===== src/rtl/sppc_pkg.sv =====
// ----------------------------------------------------------------------------
// sppc_pkg: shared types and constants for the space packet CRC/APID checker
// Holds field widths, the verdict codes, register indexes, the CRC-16
// byte update and the structs that pass between the checker's modules.
// ----------------------------------------------------------------------------
`default_nettype none

package sppc_pkg;

  // Field widths
  localparam int unsigned ByteW = 8;
  localparam int unsigned ApidW = 11;
  localparam int unsigned CrcW  = 16;
  localparam int unsigned LenW  = 12;
  localparam int unsigned CntW  = 32;

  // Frame geometry
  localparam int unsigned MaxFrameBytesDef = 2048;
  localparam int unsigned MinFrame         = 18;

  // CRC-16/CCITT-FALSE
  localparam logic [CrcW-1:0] CrcPoly = 16'h1021;
  localparam logic [CrcW-1:0] CrcInit = 16'hFFFF;

  // APID window reset values
  localparam logic [ApidW-1:0] ApidLowReset  = 11'd1280;
  localparam logic [ApidW-1:0] ApidHighReset = 11'd1407;

  // APB data width
  localparam int unsigned ApbDataW = 32;
  localparam int unsigned ApbAddrW = 3;

  typedef enum logic [1:0] {
    VERDICT_ACCEPT   = 2'd0,
    VERDICT_SHORT    = 2'd1,
    VERDICT_APID_BAD = 2'd2,
    VERDICT_CRC_BAD  = 2'd3
  } sppc_verdict_e;

  typedef enum logic {
    REG_APID_LOW  = 1'b0,
    REG_APID_HIGH = 1'b1
  } sppc_reg_e;

  // One input item held in the input register
  typedef struct packed {
    logic [ByteW-1:0] data_byte;
    logic             last_byte;
  } sppc_item_t;

  // Current APID window
  typedef struct packed {
    logic [ApidW-1:0] low;
    logic [ApidW-1:0] high;
  } sppc_limits_t;

  // One result item
  typedef struct packed {
    sppc_verdict_e    verdict;
    logic [ApidW-1:0] packet_apid;
    logic [CrcW-1:0]  computed_crc;
    logic [CrcW-1:0]  trailer_crc;
    logic [LenW-1:0]  frame_length;
    logic [CntW-1:0]  accepted_count;
    logic [CntW-1:0]  mismatch_count;
    logic [CntW-1:0]  reject_count;
  } sppc_result_t;

  // Eight-bit unrolled MSB-first CRC update
  function automatic logic [CrcW-1:0] crc_feed(input logic [CrcW-1:0] crc,
                                               input logic [ByteW-1:0] b);
    logic [CrcW-1:0] c;
    c = crc ^ {b, 8'h00};
    for (int k = 0; k < ByteW; k++) begin
      if (c[CrcW-1]) begin
        c = {c[CrcW-2:0], 1'b0} ^ CrcPoly;
      end else begin
        c = {c[CrcW-2:0], 1'b0};
      end
    end
    return c;
  endfunction

endpackage

`default_nettype wire


===== src/rtl/sppc_frame.sv =====
// ----------------------------------------------------------------------------
// sppc_frame: per-datagram state and verdict logic
// Tracks position, APID, the two-byte CRC delay line and the running CRC,
// forms the verdict on the last byte and keeps the three outcome counters.
// ----------------------------------------------------------------------------
`default_nettype none

module sppc_frame
  import sppc_pkg::*;
#(
  parameter int unsigned MAX_FRAME_BYTES = MaxFrameBytesDef
) (
  input  wire logic         clk_i,
  input  wire logic         rst_ni,
  input  wire logic         go_i,
  input  wire sppc_item_t   item_i,
  input  wire sppc_limits_t limits_i,
  output sppc_result_t      result_o
);

  localparam int unsigned PosW = $clog2(MAX_FRAME_BYTES + 1);

  logic [PosW-1:0]  pos_q, pos_d, pos_n;
  logic [CrcW-1:0]  crc_q, crc_d, crc_n;
  logic [ApidW-1:0] apid_q, apid_d, apid_n;
  logic [CrcW-1:0]  held_q, held_d, held_n;
  logic [CntW-1:0]  acc_q, acc_d;
  logic [CntW-1:0]  mis_q, mis_d;
  logic [CntW-1:0]  rej_q, rej_d;

  logic                 keep;
  logic                 too_short;
  logic                 apid_ok;
  logic [PosW+LenW-1:0] len_ext;
  sppc_verdict_e        verdict;

  // Byte intake: update position, APID, delay line and CRC
  always_comb begin
    keep   = pos_q < PosW'(MAX_FRAME_BYTES);
    pos_n  = pos_q;
    apid_n = apid_q;
    held_n = held_q;
    crc_n  = crc_q;
    if (keep) begin
      pos_n  = pos_q + PosW'(1);
      held_n = {held_q[ByteW-1:0], item_i.data_byte};
      if (pos_q == PosW'(0)) begin
        apid_n = {item_i.data_byte[2:0], 8'h00};
      end else if (pos_q == PosW'(1)) begin
        apid_n = {apid_q[ApidW-1:ByteW], item_i.data_byte};
      end
      if (pos_q >= PosW'(MinFrame)) begin
        crc_n = crc_feed(crc_q, held_q[CrcW-1:ByteW]);
      end
    end
  end

  // Verdict, in priority order
  always_comb begin
    too_short = pos_n < PosW'(MinFrame);
    apid_ok   = (apid_n >= limits_i.low) && (apid_n <= limits_i.high);
    priority if (too_short) begin
      verdict = VERDICT_SHORT;
    end else if (!apid_ok) begin
      verdict = VERDICT_APID_BAD;
    end else if (crc_n != held_n) begin
      verdict = VERDICT_CRC_BAD;
    end else begin
      verdict = VERDICT_ACCEPT;
    end
  end

  // Counters after this verdict
  always_comb begin
    acc_d = acc_q;
    mis_d = mis_q;
    rej_d = rej_q;
    if (go_i && item_i.last_byte) begin
      unique case (verdict)
        VERDICT_ACCEPT:   acc_d = acc_q + CntW'(1);
        VERDICT_CRC_BAD:  mis_d = mis_q + CntW'(1);
        VERDICT_SHORT,
        VERDICT_APID_BAD: rej_d = rej_q + CntW'(1);
        default:          acc_d = acc_q;
      endcase
    end
  end

  // Frame state: advance per byte, clear after the last one
  always_comb begin
    pos_d  = pos_q;
    crc_d  = crc_q;
    apid_d = apid_q;
    held_d = held_q;
    if (go_i) begin
      if (item_i.last_byte) begin
        pos_d  = '0;
        crc_d  = CrcInit;
        apid_d = '0;
        held_d = '0;
      end else begin
        pos_d  = pos_n;
        crc_d  = crc_n;
        apid_d = apid_n;
        held_d = held_n;
      end
    end
  end

  always_ff @(posedge clk_i or negedge rst_ni) begin
    if (!rst_ni) begin
      pos_q  <= '0;
      crc_q  <= CrcInit;
      apid_q <= '0;
      held_q <= '0;
      acc_q  <= '0;
      mis_q  <= '0;
      rej_q  <= '0;
    end else begin
      pos_q  <= pos_d;
      crc_q  <= crc_d;
      apid_q <= apid_d;
      held_q <= held_d;
      acc_q  <= acc_d;
      mis_q  <= mis_d;
      rej_q  <= rej_d;
    end
  end

  // Result fields; short frames report zero APID and CRCs
  assign len_ext = {LenW'(0), pos_n};

  always_comb begin
    result_o.verdict        = verdict;
    result_o.packet_apid    = too_short ? '0 : apid_n;
    result_o.computed_crc   = too_short ? '0 : crc_n;
    result_o.trailer_crc    = too_short ? '0 : held_n;
    result_o.frame_length   = len_ext[LenW-1:0];
    result_o.accepted_count = acc_d;
    result_o.mismatch_count = mis_d;
    result_o.reject_count   = rej_d;
  end

`ifndef SYNTHESIS
  logic [CntW-1:0] cnt_sum;
  assign cnt_sum = acc_q + mis_q + rej_q;

  // Each verdict bumps exactly one counter
  a_one_count_per_verdict: assert property (@(posedge clk_i) disable iff (!rst_ni)
    go_i && item_i.last_byte |=> cnt_sum == $past(cnt_sum) + CntW'(1))
    else $error("counter total did not advance by one");

  // No counter moves without a verdict
  a_counts_quiet: assert property (@(posedge clk_i) disable iff (!rst_ni)
    !(go_i && item_i.last_byte) |=> $stable(cnt_sum))
    else $error("counter moved without a verdict");

  // Frame state is back at reset after the last byte
  a_frame_cleared: assert property (@(posedge clk_i) disable iff (!rst_ni)
    go_i && item_i.last_byte |=> pos_q == '0 && crc_q == CrcInit && held_q == '0)
    else $error("frame state not cleared after last byte");

  // An accept verdict means the CRCs agree
  a_accept_crc_match: assert property (@(posedge clk_i) disable iff (!rst_ni)
    go_i && result_o.verdict == VERDICT_ACCEPT |->
      result_o.computed_crc == result_o.trailer_crc)
    else $error("accept verdict with CRC mismatch");
`endif

endmodule

`default_nettype wire


===== config.mk =====
export PLATFORM = sky130hd
export DESIGN_NAME = sppc_frame
export DESIGN_NICKNAME = d
export VERILOG_FILES = /design/src/rtl/sppc_pkg.sv /design/src/rtl/sppc_frame.sv
export SDC_FILE = /design/constraint.sdc
export NUM_CORES = 1
export LEC_CHECK = 0
export ABC_CLOCK_PERIOD_IN_PS = 9300
export BUFFER_PORTS_ARGS = -buffer_cell sky130_fd_sc_hd__buf_2
export CAP_MARGIN = 0
export CORE_MARGIN = 1.5
export CORE_UTILIZATION = 35
export CTS_BUF_LIST = sky130_fd_sc_hd__clkbuf_16
export DETAILED_ROUTE_END_ITERATION = 12
export PLACE_DENSITY = 0.55
export SLEW_MARGIN = 20
export SYNTH_ARGS = -nofsm -noshare
export SYNTH_HDL_FRONTEND = slang
export SYNTH_SLANG_ARGS = --single-unit
export TNS_END_PERCENT = 10

===== constraint.sdc =====
create_clock -name clk_i -period 9.3 [get_ports clk_i]
set_input_delay 0.465 -clock clk_i [delete_from_list [all_inputs] [get_ports clk_i]]
set_output_delay 0.465 -clock clk_i [all_outputs]
set_load 0.005 [all_outputs]

Yosys cells after proc, flatten, opt, wreduce, memory -nomap -nowiden
Index checks and enable logic that the tools add are counted.
- mux-type cells: 45
- multipliers: 0
- $add $sub $neg: 4
- $lt $le $gt $ge: 5
- reductions and logical operators: 5
- bitwise operators: 9
- eq/ne operators: 5
- shift-type cells: 0
- divide/modulo/power cells: 0
- operator list (kind ; count):
    $mux W16 ; 21
    $mux W32 ; 6
    $mux W13 ; 8
    $add A32 B1 Y32 const B ; 3
    $mux W11 ; 4
    $mux W12 ; 2
    $not A3 Y3 ; 8
    $ne A16 B16 Y1 ; 1
    $xor A16 B16 Y16 ; 1
    $add A12 B1 Y12 const B ; 1
    $eq A12 B1 Y1 const B ; 1
    $ge A12 B5 Y1 const B ; 1
    $logic_not A12 Y1 ; 1
    $lt A12 B12 Y1 const B ; 1
    $lt A12 B5 Y1 const B ; 1
    $ge A11 B11 Y1 ; 1
    $le A11 B11 Y1 ; 1
    $mux W8 ; 1
    $mux W2 ; 3
    $eq A2 B2 Y1 const B ; 2
    $eq A2 B1 Y1 const B ; 1
    $logic_and A1 B1 Y1 ; 2
    $logic_not A2 Y1 ; 1
    $reduce_or A2 Y1 ; 1
- memories kept: 0
- output and inout port bits: 153
- word-level logic and storage cells: 80
- bits in read-only memories: 0
- latch bits: 0
- bits in registers: 151
- RAM bits: 0
- bits of input ports: 34

Depth between registers and ports, before layout
- word-level depth: 41
- mapped depth: 25
- gate-level depth less buffers: 22

Worst setup path before layout
No wires, ideal clock.
- path kind: register to output
- from: register pos_q[11]
- to: output result_o[30] in the netlist's numbering
- setup slack: 3651 ps
- arrival time: 5184 ps
- buffers on the path: 3
- required time: 8835 ps
- stages on the path, launching flop included: 25
- path through: dfrtp_1 > buf_2 > buf_2 > nor4_1 > and3_1 > and2_1 > clkbuf_1 > mux2i_1 > inv_1 > ha_1 > a211oi_1 > o21ai_0 > nor2b_1 > a211oi_1 > o31a_1 > o21bai_1 > a21bo_2 > ha_1 > nand4_1 > nor4_1 > and3_1 > nand2_1 > nor2_1 > nand4_1 > xnor2_1
- RTL lines (element ; line ; text):
    start: declaration ; sppc_frame.sv:23 ; logic [PosW-1:0] pos_q, pos_d, pos_n;
    start signal: assignment ; sppc_frame.sv:120 ; pos_q <= pos_d;
    end: declaration ; sppc_frame.sv:18 ; output sppc_result_t result_o

==> reports/results.ini <==
[cts]
cts_resized = 0
htree_levels = 4
cts-root-buf = clkbuf_16
cts_hold_buf = 0
clock_path_buffers = 2
cts_made_buffers = 17
post_cts_buffers = 0
cts_tree = yes
clock-sinks = 151
cts.clk_slew.worst_paths_ns = 0.07
clk_latency_ns = 0.43

[timing]
layout_min_cycle_time_ns = 6.80
maxSlewViolCount = 0
tightestPinTransition_ns = 0.900
relSlewSlack = 0.398
setup_viol = 0
setup_tns_ns = 0
post-route-period-util = 0.731
max_freq_ghz = 0.147
fin_skew_ns = 0.0208
hold_viol_final = 0
rsz0062_at_grt = false

[synth]
synth_edf_count = 0
synth_area_leaders = dfrtp_1, xnor2_1, dfstp_2, ha_1, nor2_1
syn-num-nets = 944
synthSimpleGateAreaFrac = 0.178
synth-warning-count = 0
synth_fa_ha_area_frac = 0.0453
synth_common_cells = dfrtp_1, xnor2_1, nor2_1
synthArstFlopShare = 1.00
synth-main-ff-cell = dfrtp_1
synth_top_family_by_area = simple AND/OR/NAND/NOR gates
synth_top_area_share = 0.395
syn-cell-area_mm2 = 0.00856
synth_xor_area_frac = 0.153
syn_avg_cell_area_um2 = 9.74
synth_top_cell_by_area = dfrtp_1
netlist_instances = 879
ys_types = 59
seq_area_frac_synth = 0.444
synth_seq_cells = 151
yosys-mux-area-fraction = 0.0451
synth_most_common_cell = dfrtp_1
synth_compound_area_frac = 0.0869

[pwr]
power_density_mw_per_mm2 = 161
p_total_mw = 1.67
p_leak_nw = 5.26
ir_drop_v = 0.0000936

[floorplan]
initial_utilization = 0.354
die_h_um = 159
core_area_mm2 = 0.0242
std_cell_rows = 57
dieWidth_um = 159
ios = 187
die_area_mm2 = 0.0254

[critical_path]
cp.arrival_ns = 6.34
cp-end-kind = output port
required_ns = 8.84
crit_path_max_fanout = 11
worst_r2r_endpoint = rej_q[30]
criticalPathCategory = flop to output port
path_cells = nor4_4 > and3_1 > and2_1 > mux2i_1 > inv_1 > ha_1 > a211oi_1 > o21ai_0 > nor2_1 > a211oi_1 > o31a_1 > o21bai_1 > a21bo_2 > ha_1 > nand4_1 > nor4_1 > and3_1 > nand2_1 > nor2_1 > nand4_1 > xnor2_1 > buf_2
critical_path.slowest_cell = nor4_1
ff2ff_path_depth = 21
cp_slowest_stage_delay_ns = 0.76
setup.worst_path.start_class = flop
r2r-start = pos_q[9]
reg2reg_slack_ns = 3.44
crit_family = simple AND/OR/NAND/NOR gates
critPathBufInv = 2

[layout]
layout-drive-gt1-share = 0.248
fin_util = 0.431
final_nets = 1126
final_cells = 1399
multi_input_area_mm2 = 0.00436
fillerInstances = 2321
layout-area-overhead-vs-synth_pct = 21.8
postLayoutCellArea_mm2 = 0.0104
regArea_mm2 = 0.00380

[grt]
grt_max_degree = 90
grt_first_pass_wirelength_um = 36100
overflow = 0
grt_pass1_vias = 6702
antenna_found_initial = 1
grt_use_total = 0.179

[drt]
wl_um = 22200
vias_per_cell = 4.85
drtPass1Iterations = 5
drtIter0Drc = 524
detail_route.wl_per_cell_um = 15.9
drc = 0
route.antenna.remaining_nets = 0
route.vias.total = 6790

[worst_hold_path]
hp-class = input pin to async pin

[run_status]
status = complete, no violations

[place]
post-place-cells = 1366
place.gp.congestion = 0.825
place_area_mm2 = 0.00982
dp_hpwl_um = 16500
numPortBuffers = 186

[job]
max_cap_violations = 0

-- sequential cells by signal, summed over array words and instances, names as in the netlist --
| register | flops |
|---|---|
| apid_q | 11 |
| pos_q | 12 |
| mis_q | 32 |
| held_q | 16 |
| acc_q | 32 |
| crc_q | 16 |
| rej_q | 32 |
-- stage by stage --
stage	hold WS [ns]	setup slack, ns
CTS	0.130	2.46
global route	0.146	1.76
finish	0.0936	2.50
detailed placement	0.455	2.92
floorplan	0.169	3.65
global placement	0.449	3.08
-- area by class of cell --
| type | count | area share |
|---|---|---|
| Timing Repair Buffer | 191 | 0.0935 |
| Antenna cell | 1 | 0.000240 |
| Clock inverter | 15 | 0.0172 |
| Inverter | 75 | 0.0270 |
| Clock buffer | 17 | 0.0408 |
| Sequential cell | 151 | 0.364 |
| Tap cell | 324 | 0.0389 |
| Multi-Input combinational cell | 625 | 0.418 |
-- worst max-delay path by stage --
stage / cells after the start / from / to / slack, ns
final: 22 / pos_q[9] / result_o[30] / 2.50
after global routing: 22 / pos_q[9] / result_o[30] / 1.76
after CTS: 22 / pos_q[9] / result_o[30] / 2.46
after detailed placement: 22 / pos_q[9] / result_o[30] / 2.92
after global placement: 22 / pos_q[9] / result_o[30] / 3.08
after floorplan: 24 / pos_q[11] / result_o[30] / 3.65
-- cells by family (layout without fill, tap and decap cells) --
family / after synthesis / count (layout)
AO/OA/AOI/OAI: 109 / 109
XOR/XNOR: 143 / 143
adder cells (fa/ha/maj): 31 / 31
buffers and inverters: 103 / 298
flip-flops: 151 / 151
multiplexers: 38 / 38
other: 0 / 1
AND/OR/NAND/NOR: 304 / 304
-- layer usage --
metal	GRT usage	vias up	wire, µm
met5	0	-	0
met4	0.0570	0	393
met3	0.0372	25	1020
met2	0.272	175	9920
met1	0.255	3227	10900
li1	-	3363	-
-- placed cells by master (no fill, tap or decap), types with 21 or more instances in the layout --
master and count:
xnor2_1 103, inv_1 76, o22ai_1 21, buf_2 185
nand2_1 56, a21oi_1 25, ha_1 31, xor2_1 35
mux2i_1 33, nand3_1 32, dfrtp_1 135, nor2_1 99
nand4_1 31
-- where the power goes --
| part | internal [mW] | switching, mW | total, mW |
|---|---|---|---|
| Sequential | 0.688 | 0.0288 | 0.717 |
| Clock | 0.424 | 0.294 | 0.717 |
| Combinational | 0.100 | 0.139 | 0.240 |
| Total | 1.21 | 0.462 | 1.67 |
Power figures use the tool's default switching activity.
